<file path="src/sv/msedt_pkg.sv">
// ----------------------------------------------------------------------------
// msedt_pkg
// Shared types and constants for the MIPS subset executor with DRAM timing.
// ----------------------------------------------------------------------------
package msedt_pkg;

  // default sizes
  localparam int unsigned DEF_MEM_WORDS = 262144;
  localparam int unsigned DEF_ROW_BYTES = 1024;

  // field widths
  localparam int unsigned FUNC_W = 4;
  localparam int unsigned REG_W  = 5;
  localparam int unsigned DATA_W = 32;
  localparam int unsigned STS_W  = 3;
  localparam int unsigned LINE_W = 16;
  localparam int unsigned DBW_W  = 18;
  localparam int unsigned DLY_W  = 8;
  localparam int unsigned CNT_W  = 20;
  localparam int unsigned CFG_IDX_W = 2;
  localparam int unsigned CFG_DATA_W = 18;

  // function codes
  localparam logic [FUNC_W-1:0] FN_ADD  = 4'd0;
  localparam logic [FUNC_W-1:0] FN_SUB  = 4'd1;
  localparam logic [FUNC_W-1:0] FN_MUL  = 4'd2;
  localparam logic [FUNC_W-1:0] FN_BEQ  = 4'd3;
  localparam logic [FUNC_W-1:0] FN_BNE  = 4'd4;
  localparam logic [FUNC_W-1:0] FN_SLT  = 4'd5;
  localparam logic [FUNC_W-1:0] FN_J    = 4'd6;
  localparam logic [FUNC_W-1:0] FN_LW   = 4'd7;
  localparam logic [FUNC_W-1:0] FN_SW   = 4'd8;
  localparam logic [FUNC_W-1:0] FN_ADDI = 4'd9;

  // status codes
  localparam logic [STS_W-1:0] STS_OK        = 3'd0;
  localparam logic [STS_W-1:0] STS_EMPTY_REG = 3'd1;
  localparam logic [STS_W-1:0] STS_MISALIGN  = 3'd2;
  localparam logic [STS_W-1:0] STS_OOM       = 3'd3;
  localparam logic [STS_W-1:0] STS_EMPTY_MEM = 3'd4;
  localparam logic [STS_W-1:0] STS_BAD_TGT   = 3'd5;

  // configuration register indexes
  localparam logic [CFG_IDX_W-1:0] CFG_DATA_BASE = 2'd0;
  localparam logic [CFG_IDX_W-1:0] CFG_PROG_LINES = 2'd1;
  localparam logic [CFG_IDX_W-1:0] CFG_ROW_DELAY = 2'd2;
  localparam logic [CFG_IDX_W-1:0] CFG_COL_DELAY = 2'd3;

  // reset values
  localparam logic [LINE_W-1:0] RST_PROG_LINES = 16'd1;
  localparam logic [DLY_W-1:0]  RST_ROW_DELAY  = 8'd10;
  localparam logic [DLY_W-1:0]  RST_COL_DELAY  = 8'd2;
  localparam logic [REG_W-1:0]  SP_REG         = 5'd29;
  localparam logic [DATA_W-1:0] SP_INIT        = 32'd1048576;
  localparam logic [31:0]       RST_REG_VALID  = 32'h2000_0001;

  // controller states
  typedef enum logic [2:0] {
    CS_CLEAR,
    CS_IDLE,
    CS_READ,
    CS_ADDR,
    CS_EXEC
  } ctl_state_t;

  // controller to datapath commands
  typedef struct packed {
    logic clr;
    logic accept;
    logic read;
    logic addr;
    logic exec;
  } dp_cmd_t;

  // datapath to controller status
  typedef struct packed {
    logic clr_last;
  } dp_sts_t;

endpackage

</file>
<file path="src/sv/msedt_ctl.sv">
// ----------------------------------------------------------------------------
// msedt_ctl
// Sequencer: memory clear after reset, item stages, and both handshakes.
// ----------------------------------------------------------------------------
module msedt_ctl (
  input  logic              clk,
  input  logic              rst_n,
  input  logic              in_valid,
  output logic              in_ready,
  output logic              out_valid,
  input  logic              out_ready,
  input  msedt_pkg::dp_sts_t dp_sts,
  output msedt_pkg::dp_cmd_t dp_cmd
);
  import msedt_pkg::*;

  ctl_state_t state_r, state_nxt;
  logic       out_valid_r, out_valid_nxt;
  logic       slot_free;

  assign slot_free = !out_valid_r || out_ready;

  // state register
  always_ff @(posedge clk) begin
    if (!rst_n) begin
      state_r     <= CS_CLEAR;
      out_valid_r <= 1'b0;
    end else begin
      state_r     <= state_nxt;
      out_valid_r <= out_valid_nxt;
    end
  end

  // next state and commands
  always_comb begin
    state_nxt = state_r;
    dp_cmd    = '0;
    in_ready  = 1'b0;
    out_valid_nxt = out_valid_r && !out_ready;
    unique case (state_r)
      CS_CLEAR: begin
        dp_cmd.clr = 1'b1;
        if (dp_sts.clr_last) state_nxt = CS_IDLE;
      end
      CS_IDLE: begin
        in_ready = 1'b1;
        if (in_valid) begin
          dp_cmd.accept = 1'b1;
          state_nxt     = CS_READ;
        end
      end
      CS_READ: begin
        dp_cmd.read = 1'b1;
        state_nxt   = CS_ADDR;
      end
      CS_ADDR: begin
        dp_cmd.addr = 1'b1;
        state_nxt   = CS_EXEC;
      end
      CS_EXEC: begin
        if (slot_free) begin
          dp_cmd.exec   = 1'b1;
          out_valid_nxt = 1'b1;
          state_nxt     = CS_IDLE;
        end
      end
      default: state_nxt = CS_CLEAR;
    endcase
  end

  assign out_valid = out_valid_r;

`ifndef SYNTH
  // an accepted beat always moves on to the register read
  a_accept_read: assert property (@(posedge clk) disable iff (!rst_n)
    (in_valid && in_ready) |=> (state_r == CS_READ))
    else $error("accepted beat did not enter read stage");
  // no beat is taken while the memory is being cleared
  a_no_accept_clear: assert property (@(posedge clk) disable iff (!rst_n)
    (state_r == CS_CLEAR) |-> !in_ready)
    else $error("input ready during memory clear");
  // a result is presented after every execute step
  a_exec_valid: assert property (@(posedge clk) disable iff (!rst_n)
    dp_cmd.exec |=> out_valid_r)
    else $error("execute without result");
  // a pending result is never dropped
  a_no_drop: assert property (@(posedge clk) disable iff (!rst_n)
    $fell(out_valid_r) |-> $past(out_ready))
    else $error("result dropped without handshake");
`endif

endmodule

</file>
<file path="config.mk">
export PLATFORM = sky130hd
export DESIGN_NAME = msedt_ctl
export DESIGN_NICKNAME = d
export VERILOG_FILES = /design/src/sv/msedt_pkg.sv /design/src/sv/msedt_ctl.sv
export SDC_FILE = /design/constraint.sdc
export NUM_CORES = 1
export LEC_CHECK = 0
export CORE_AREA = 2 2 39 41
export CTS_BUF_LIST = sky130_fd_sc_hd__clkbuf_4 sky130_fd_sc_hd__clkbuf_8
export DETAILED_ROUTE_END_ITERATION = 8
export DIE_AREA = 0 0 41 43
export DONT_BUFFER_PORTS = 1
export SYNTH_ARGS = -nofsm -noshare
export SYNTH_HDL_FRONTEND = slang
export SYNTH_SLANG_ARGS = --single-unit
</file>
<file path="constraint.sdc">
create_clock -name clk -period 2.3 [get_ports clk]
set_input_delay 0.46 -clock clk [delete_from_list [all_inputs] [get_ports clk]]
set_output_delay 0.46 -clock clk [all_outputs]
set_load 0.05 [all_outputs]
</file>
* Word level (Yosys, flattened, before mapping)
Index checks and enable logic that the tools add are counted.
** Word-level totals
- Register bits after elaboration :: 4
- Bits in latches :: 0
- Memory bits (writable) :: 0
- Memory bits (read-only) :: 0
- Bits of input ports :: 5
- Output and inout port bits :: 7
- Logic and storage cells :: 29
- Memories kept :: 0
** Operators by class
- Add/sub/neg operators :: 0
- Multiply operators :: 0
- Div/mod/pow operators :: 0
- Order comparisons :: 0
- Equality and inequality tests :: 7
- Shifts and indexed selects :: 0
- Multiplexer cells :: 14
- Bitwise logic cells :: 0
- Reduce and logical (&&, ||, !) cells :: 6
** Operators by type and width (count)
- $pmux W3 S5 :: 1
- $mux W1 :: 10
- $mux W3 :: 3
- $eq A3 B2 Y1 const B :: 2
- $ne A2 B2 Y1 const B :: 3
- $eq A3 B1 Y1 const B :: 1
- $eq A3 B3 Y1 const B :: 1
- $logic_not A3 Y1 :: 1
- $reduce_and A3 Y1 :: 1
- $logic_not A1 Y1 :: 2
- $logic_and A1 B1 Y1 :: 1
- $logic_or A1 B1 Y1 :: 1

* Logic depth before layout (Yosys ltp)
Gate-level depths: netlist (run 1).
- Depth after elaboration :: 4
- Depth in mapped cells :: 4
- Mapped depth without buffers :: 3

* Worst setup path before layout (run 1)
No wires, ideal clock.
- Kind :: register -> output
- Start point :: reg state_r[0]
- End point :: out dp_cmd[3] in the netlist's numbering
- Arrival :: 1.727 ns
- Required time :: 1.840 ns
- Slack :: 0.113 ns
- Cell stages (with the launch flop) :: 5
- Buffers on the path :: 1
- Cell sequence :: dfxtp_1 > buf_2 > nand2b_1 > nor2_1 > and2_1
** RTL lines
- start, declared :: line msedt_ctl.sv:17 : ctl_state_t state_r, state_nxt;
- start signal, assigned :: line msedt_ctl.sv:29 : state_r <= state_nxt;
- end, declared :: line msedt_ctl.sv:13 : output msedt_pkg::dp_cmd_t dp_cmd

==> summary.txt, run 1 <==
Mean Syn Cell Area: 8.52 um^2
Placed cell areas: 292 um^2
Sw Ratio: 0.326
P_int: 0.152 mW
Share of cells above drive strength 1: 0.333
Mapped cell area: 221 um^2
Rows: 14
Final GP Congestion: 0.644
Max Slew Vio Count: 0
Status: complete, no violations
Ports: 12
Seq pwr share: 0.354
Hold Vio Cnt, Final: 0
XOR/XNOR Fraction of Synth Area: 0
Clock latency on the worst-skew pair: 0.24 ns
WS Path Type: flip-flop to output pin
Hold Crit Class: input port to flip-flop
Switch Pwr: 0.0737 mW
Post-cts sizing count: 0
First-pass detailed-route iteration total: 3
Total track usage: 0.0683
Final core utilization: 0.227
Largest net degree at the start of global routing: 9
Final period util: 0.785
Setup WS post-layout: 0.495 ns
Worst EP required: 1.84 ns
Clock Path Buffers: 2
Total CTS buffers: 3
Die Area: 1760 um^2
Placeable Area: 1380 um^2
Part of the power in combinational logic: 0.249
Clock skew: 0.0000578 ns
Pwr/cell area: 720 nW/um^2
Clock share of power: 0.397
Crit path capture type: output pin
Total gr overflow: 0
# DRC: 0
Slew margin rel.: 0.723
1st-iter DRT viols: 1
Seq/Total Area, Yosys: 0.362
CP startpoint kind: flip-flop
Pleak: 0.133 nW
Distinct cells, synth: 17
DRT Wirelength: 458 um
Worst Tran Pin Value: 0.415 ns
Hold buffer count at CTS: 0
IO buf count: 0
TritonCTS clock tree: done
Post-DP HPWL: 334 um
Simple-gate portion of the synthesized area: 0.446
Synth Area in Compound Gates: 0.107
Antenna diode count: 0
Die H: 43 um
Syn. warnings: 0
Clock Sink Count: 4
CP arrival: 1.35 ns
Hold Slack: 0.337 ns
Clock slew at reported path FFs: 0.04 ns
Max-Cap Viols: 0
Synth Area in Adders: 0
Pre-CTS WS: 0.730 ns
Mux cell area share after synthesis: 0.0452
Initial Util: 0.160
Register bit total from synthesis: 4
Largest family of logic cells by synthesized area: simple AND/OR/NAND/NOR gates
Die Wd: 41 um
Via count: 196
Antenna violations before repair: 0
Design Area, Final: 314 um^2
Post-synth net total: 31
Synth-to-Final Area Change: 41.8%
Post-synthesis cell count: 26
Final TNS setup: 0 ns
CTS H-tree lvls: 1
Final setup viols: 0
Total Nets Final: 40
RSZ-0062 raised after global routing: false
Post-CTS setup buffers: 0
Vias/cell: 4.00
Fmax: 554 MHz
Vias in the first global route: 172
First-pass GRT wire length: 710 um
Root buf cell: clkbuf_4
Antenna Nets Post-Route: 0
Drt wl/cell: 9.35 um
Crit path time final: 1.81 ns
VDD IR max: 0.000247 V
Worst Path Max Fanout: 7
[area by class of cell]
type                    count  area (um^2)
clock buffers               3         22.5
fillers                   151         1070
multi-input cells          20          138
flip-flops and latches      4         80.1
repair buffers              5         50.0
well taps                  16         20.0
inverters                   1         3.75
[power by group through the flow]
stage                     Sequential, mW  Combinational [mW]  Clock (mW)
after global placement            0.0809              0.0566           0
after detailed placement          0.0811              0.0568           0
after floorplan                   0.0771              0.0447           0
after global routing              0.0807              0.0593      0.0988
after CTS                         0.0799              0.0569      0.0916
final                             0.0799              0.0563      0.0897
[critical path, stage by stage, from the launching register on]
cell and delay [ns]:
dfxtp_1 0.47, nand2_1 0.07, or2_1 0.24, inv_1 0.33
[metrics by stage]
step           cells  total power, mW
5_1_grt           49            0.239
4_1_cts           49            0.228
3_5_place_dp      46            0.138
6_report          49            0.226
3_3_place_gp      46            0.138
2_1_floorplan     26            0.122
[cell usage in the layout, fill, tap and decap left out, drive strengths merged]
master,n
nand2,2
inv,1
nor3,3
and2b,1
or2,1
clkbuf,3
o31a,1
nor3b,3
o21a,1
nor2,2
nand2b,1
mux2i,1
dfxtp,4
and2,1
a21boi,1
buf,5
nor2b,2
[final timing paths]
path | end | slack (ns) | cells past startpoint | start
worst max register to register | state_r[0] | 0.90 | 4 | out_valid
worst min-delay path | out_valid | 0.34 | 1 | rst_n
worst max-delay path | dp_cmd[1] | 0.49 | 3 | state_r[0]
worst min register to register | state_r[1] | 0.58 | 1 | state_r[2]
[kinds of logic after synthesis]
group / after synthesis
AO/OA/AOI/OAI: 3
buffers and inverters: 2
flip-flops: 4
multiplexers: 1
AND/OR/NAND/NOR: 16
[synth_stat cells]
cell type  n  area share
buf_2      1       0.023
or2_1      1       0.028
nor2_1     2       0.034
nor2b_1    2       0.056
nand2b_1   1       0.028
and2b_4    1       0.045
dfxtp_1    4        0.36
nor3b_1    2       0.068
o31a_1     1       0.040
nor3b_2    1       0.056
mux2i_1    1       0.045
inv_1      1       0.017
and2_1     1       0.028
nor3_1     3       0.068
nand2_1    2       0.034
o21a_1     1       0.034
a21boi_1   1       0.034
[metal layers]
layer,vias to the layer above,share of wire,GRT usage
met4,0,0.052,0.0800
met3,3,0.15,0.0524
li1,102,-,-
met5,-,0,0
met1,78,0.46,0.0903
met2,13,0.33,0.0563
[sequential cells by signal, summed over array words and instances (netlist names)]
signal,cells
state_r,3
out_valid,1
Note: power is estimated with default switching activity, not from simulation.
==> run 2, diff against run 1 <==
- clock period: 2.3 -> 1.8 ns (I/O delays scaled with it)
==> run 2 against run 1 <==
  * Count of clock-buffer cells in the layout did not move
  * First-iteration DRC count did not move
  * Sequential cell count did not move
  * Critical path type unchanged
  * Final cell count did not move
  * Critical endpoint is now dp_cmd[0]
==> summary.txt, run 2 (synthesis gave the netlist of run 1 again) <==
Status: complete, no violations
# DRC: 0 (unchanged)
Drt wl/cell: 9.18 um (-1.7%)
Hold Vio Cnt, Final: 0 (unchanged)
Met1 Resource Use GR: 0.0897 (-0.000579)
Die Wd: 41 um (unchanged)
Clock slew at reported path FFs: 0.04 ns (about the same)
GR Util met3: 0.0157 (-0.0366)
Final period util: 0.919
Total Nets Final: 40 (unchanged)
CP arrival: 1.29 ns (-0.06 ns)
Clock latency on the worst-skew pair: 0.23 ns (about the same)
Synth-to-Final Area Change: 46.9%
Pleak: 0.124 nW (-6.7%)
Initial Util: 0.160 (unchanged)
Antenna diode count: 0 (unchanged)
Cells along the critical path: nor3b_2 -> and2b_4
Largest net degree at the start of global routing: 9 (unchanged)
Total CTS buffers: 3 (unchanged)
Worst EP required: 1.44 ns (-0.40 ns)
Fmax: 605 MHz
Most frequent cells in the layout: dfxtp_1, buf_4, clkbuf_4
TritonCTS clock tree: done
Die Area: 1760 um^2 (unchanged)
Placeable Area: 1380 um^2 (unchanged)
Post-cts sizing count: 0 (unchanged)
Cells on worst reg2reg path: 3 (-1)
Slew margin rel.: 0.805 (+0.0818)
Worst Path Max Fanout: 8 (+1)
IO buf count: 0 (unchanged)
Max-Cap Viols: 0 (unchanged)
Antenna violations before repair: 0 (unchanged)
Worst Tran Pin Value: 0.293 ns (-0.123 ns)
RSZ-0062 raised after global routing: false
Vias/cell: 3.88 (-3.1%)
Hold Slack: 0.250 ns (-0.0876 ns)
Multi-input gate area: 145 um^2 (+5.5%)
Clock Path Buffers: 2 (unchanged)
Share of cells above drive strength 1: 0.424 (+0.0909)
CP startpoint kind: flip-flop
Largest register FFs: 3 (unchanged)
Most flops, register: state_r
Total track usage: 0.0662 (-0.00214)
Delay-heaviest family, CP: simple AND/OR/NAND/NOR gates
Via count: 190 (-3.1%)
Max Slew Vio Count: 0 (unchanged)
Setup crit start: state_r[2]
Crit-path slowest cell: dfxtp_1
Design Area, Final: 325 um^2 (+3.6%)
CP max stage delay: 0.47 ns (about the same)
Vias in the first global route: 181 (+5.2%)
Final setup viols: 0 (unchanged)
WP depth: 2 (-1)
DRT Wirelength: 450 um (-1.7%)
WS Path Type: flip-flop to output pin
GRT busiest layer: met1
Final GP Congestion: 0.589 (-8.5%)
First-pass detailed-route iteration total: 3 (unchanged)
First-pass GRT wire length: 738 um (+3.9%)
Ports: 12 (unchanged)
Hold buffer count at CTS: 0 (unchanged)
Clock skew: 0.00250 ns (+0.00244 ns)
CTS H-tree lvls: 1 (unchanged)
Post-DP HPWL: 360 um (+7.8%)
Filler instances: 151 (unchanged)
Hold Crit Class: input port to flip-flop
Final TNS setup: 0 ns (unchanged)
Antenna Nets Post-Route: 0 (unchanged)
Hold depth: 1 (unchanged)
Root buf cell: clkbuf_4
Crit path capture type: output pin
1st-iter DRT viols: 1 (unchanged)
Total gr overflow: 0 (unchanged)
Post-CTS setup buffers: 0 (unchanged)
Worst flop-to-flop path startpoint: state_r[2]
Register area: 80.1 um^2 (unchanged)
Clock Sink Count: 4 (unchanged)
Terminus of the critical flop-to-flop path: state_r[0]
Die H: 43 um (unchanged)
Rows: 14 (unchanged)
Crit path time final: 1.65 ns
Pwr/cell area: 879 nW/um^2 (+22%)
Setup crit end: dp_cmd[0]
Met2 Use GR: 0.0719 (+0.0156)
Setup slack, reg-to-reg: 0.53 ns (-0.37 ns)
VDD IR max: 0.000295 V (+20%)
CP bufs+invs: 0 (-1)
Placed cell areas: 299 um^2 (+2.6%)
==> run 2: power breakdown <==
group	internal (mW)	switching, mW	leakage [nW]
clock network	0.0745	0.0347	0.0138
registers	0.0935	0.00924	0.0326
logic	0.0276	0.0463	0.0779
total	0.196	0.0903	0.124
==> run 2: metrics by stage <==
| step | setup slack [ns] | std cells | total power, mW | util |
|---|---|---|---|---|
| CTS | 0.0629 | 49 | 0.295 | 0.232 |
| detailed placement | 0.328 | 46 | 0.178 | 0.216 |
| finish | 0.146 | 49 | 0.286 | 0.235 |
| global placement | 0.343 | 46 | 0.178 | 0.216 |
| floorplan | -0.0575 | 26 | 0.159 | - |
| global route | 0.0600 | 49 | 0.304 | 0.235 |
==> run 2: cell type report <==
class / instances / area share
clock buffers: 3 / 0.0692
inverters: 1 / 0.0231
multi-input cells: 20 / 0.446
flip-flops and latches: 4 / 0.246
well taps: 16 / 0.0615
repair buffers: 5 / 0.154
==> run 2: worst reg2reg max path: cells and delay by family, from the launching register on <==
family / cells / cell delay (ns)
flip-flops: 1 / 0.47
AO/OA/AOI/OAI: 1 / 0.16
AND/OR/NAND/NOR: 2 / 0.59
==> run 2: worst min-delay path by stage <==
stage	slack, ns	startpoint	to
floorplan	0.48	rst_n	out_valid
global placement	0.48	rst_n	out_valid
detailed placement	0.49	rst_n	out_valid
CTS	0.24	rst_n	out_valid
global route	0.24	rst_n	out_valid
finish	0.25	rst_n	out_valid
==> run 2: per-layer routing <==
| metal | vias to the layer above | routed length [um] |
|---|---|---|
| met5 | - | 0 |
| met4 | 0 | 0 |
| met3 | 0 | 62 |
| met2 | 10 | 182 |
| met1 | 79 | 206 |
| li1 | 101 | - |
==> run 3, diff against run 2 <==
- RECOVER_POWER: not set -> 50
==> run 3 against run 2 <==
  * Clock power barely moved
  * Worst setup slack is essentially flat
  * Sequential cell count unchanged
  * Sequential power barely moved
  * Largest cell class unchanged
==> summary.txt, run 3 (synthesis gave the netlist of run 1 again) <==
Part of the power in combinational logic: 0.258 (about the same)
Max-Cap Viols: 0 (unchanged)
Commonest non-fill, non-tap cell in the layout: dfxtp_1
WL met2: 182 um (unchanged)
Pleak: 0.119 nW (-3.9%)
Clock latency on the worst-skew pair: 0.23 ns (about the same)
Clock skew: 0.00248 ns (-0.0000170 ns)
Placeable Area: 1380 um^2 (unchanged)
Total track usage: 0.0662 (unchanged)
# DRC: 0 (unchanged)
CP startpoint kind: flip-flop
Drt wl/cell: 9.14 um (-0.44%)
Hold Vio Cnt, Final: 0 (unchanged)
Worst EP required: 1.44 ns (about the same)
Die H: 43 um (unchanged)
Clock Sink Count: 4 (unchanged)
Fmax: 605 MHz (about the same)
Status: complete, no violations
Clock Path Buffers: 2 (unchanged)
Die Area: 1760 um^2 (unchanged)
Die Wd: 41 um (unchanged)
Final TNS setup: 0 ns (unchanged)
Pwr/cell area: 888 nW/um^2 (+1.1%)
Antenna Nets Post-Route: 0 (unchanged)
WL met1: 209 um (+1.5%)
Most frequent cells in the layout: dfxtp_1, clkbuf_4, buf_4
Total gr overflow: 0 (unchanged)
Switch Pwr: 0.0903 mW (about the same)
1st-iter DRT viols: 1 (unchanged)
CP arrival: 1.29 ns (about the same)
TritonCTS clock tree: done
Root buf cell: clkbuf_4
Largest register FFs: 3 (unchanged)
Largest net degree at the start of global routing: 9 (unchanged)
Max Slew Vio Count: 0 (unchanged)
Met3 wire length: 57 um (-8.1%)
CP max stage delay: 0.47 ns (about the same)
Ports: 12 (unchanged)
Cells along the critical path: nor3b_2 -> and2b_4
Most flops, register: state_r
Final Power: 0.286 mW (about the same)
Sw Ratio: 0.316 (about the same)
Fin cells: 49 (unchanged)
Top sig layer: met3
Antenna diode count: 0 (unchanged)
Share of cells above drive strength 1: 0.394 (-0.0303)
Seq pwr share: 0.360 (about the same)
RSZ-0062 raised after global routing: false
Slew margin rel.: 0.610 (-0.194)
IO buf count: 0 (unchanged)
Via count: 190 (unchanged)
Placed cell areas: 299 um^2 (unchanged)
Design Area, Final: 322 um^2 (-1.2%)
Final GP Congestion: 0.589 (unchanged)
Post-DP HPWL: 360 um (unchanged)
Worst Path Max Fanout: 8 (unchanged)
Post-CTS setup buffers: 0 (unchanged)
Crit path time final: 1.65 ns (+0.0000240 ns)
Crit path capture type: output pin
Clock share of power: 0.382 (about the same)
WS Path Type: flip-flop to output pin
Clock slew at reported path FFs: 0.04 ns (about the same)
Hold Crit Class: input port to flip-flop
Antenna violations before repair: 0 (unchanged)
VDD IR max: 0.000295 V (-0.10%)
CTS H-tree lvls: 1 (unchanged)
Synth-to-Final Area Change: 45.2%
First-pass detailed-route iteration total: 3 (unchanged)
Total CTS buffers: 3 (unchanged)
First-pass GRT wire length: 738 um (unchanged)
P_int: 0.195 mW (-0.11%)
Final period util: 0.919 (about the same)
Total Nets Final: 40 (unchanged)
Post-Place Cells: 46 (unchanged)
Rows: 14 (unchanged)
Filler instances: 153 (+1.3%)
Final setup viols: 0 (unchanged)
Worst Tran Pin Value: 0.587 ns (+0.295 ns)
DRT Wirelength: 448 um (-0.44%)
Initial Util: 0.160 (unchanged)
Vias in the first global route: 181 (unchanged)
Final core utilization: 0.232 (-0.00271)
Vias/cell: 3.88 (unchanged)
Crit-path slowest cell: dfxtp_1
## run 3: metal layers
layer	up-vias	global-route usage
li1	101	-
met2	10	0.0719
met4	0	0.0800
met1	79	0.0897
met5	-	0
met3	0	0.0157
## run 3: what timing repair did
item | in CTS | in global routing
gates resized for setup | 0 | 1
hold buffers | 0 | 0
setup endpoints to repair | 0 | 1
## run 3: metrics by stage
stage          hold WS (ns)  setup WS, ns
2_1_floorplan         0.478       -0.0575
3_3_place_gp          0.482         0.343
3_5_place_dp          0.489         0.328
4_1_cts               0.239        0.0629
5_1_grt               0.235        0.0600
6_report              0.248         0.146
## run 3: final timing paths
check	start	slack (ns)	depth (start not counted)	end
max	state_r[2]	0.15	2	dp_cmd[0]
min	rst_n	0.25	1	out_valid
max reg2reg	state_r[2]	0.53	3	state_r[0]
min reg2reg	out_valid	0.61	3	state_r[2]
## run 3: cell type report
class                   instances  area (um^2)  area share
repair buffers                  5         46.3       0.144
well taps                      16         20.0      0.0623
multi-input cells              20          145       0.451
clock buffers                   3         22.5      0.0700
inverters                       1         7.51      0.0233
flip-flops and latches          4         80.1       0.249
## run 3: worst max-delay path: cells and delay by family (launching register included)
kind             cells  cell delay [ns]
AND/OR/NAND/NOR      2             0.59
flip-flops           1             0.47
## run 3: power by group through the flow
stage,clock [mW],sequential [mW],combinational [mW]
finish,0.109,0.103,0.0736
global route,0.123,0.104,0.0772
CTS,0.118,0.103,0.0744
detailed placement,0,0.104,0.0743
global placement,0,0.103,0.0742
floorplan,0,0.0990,0.0599
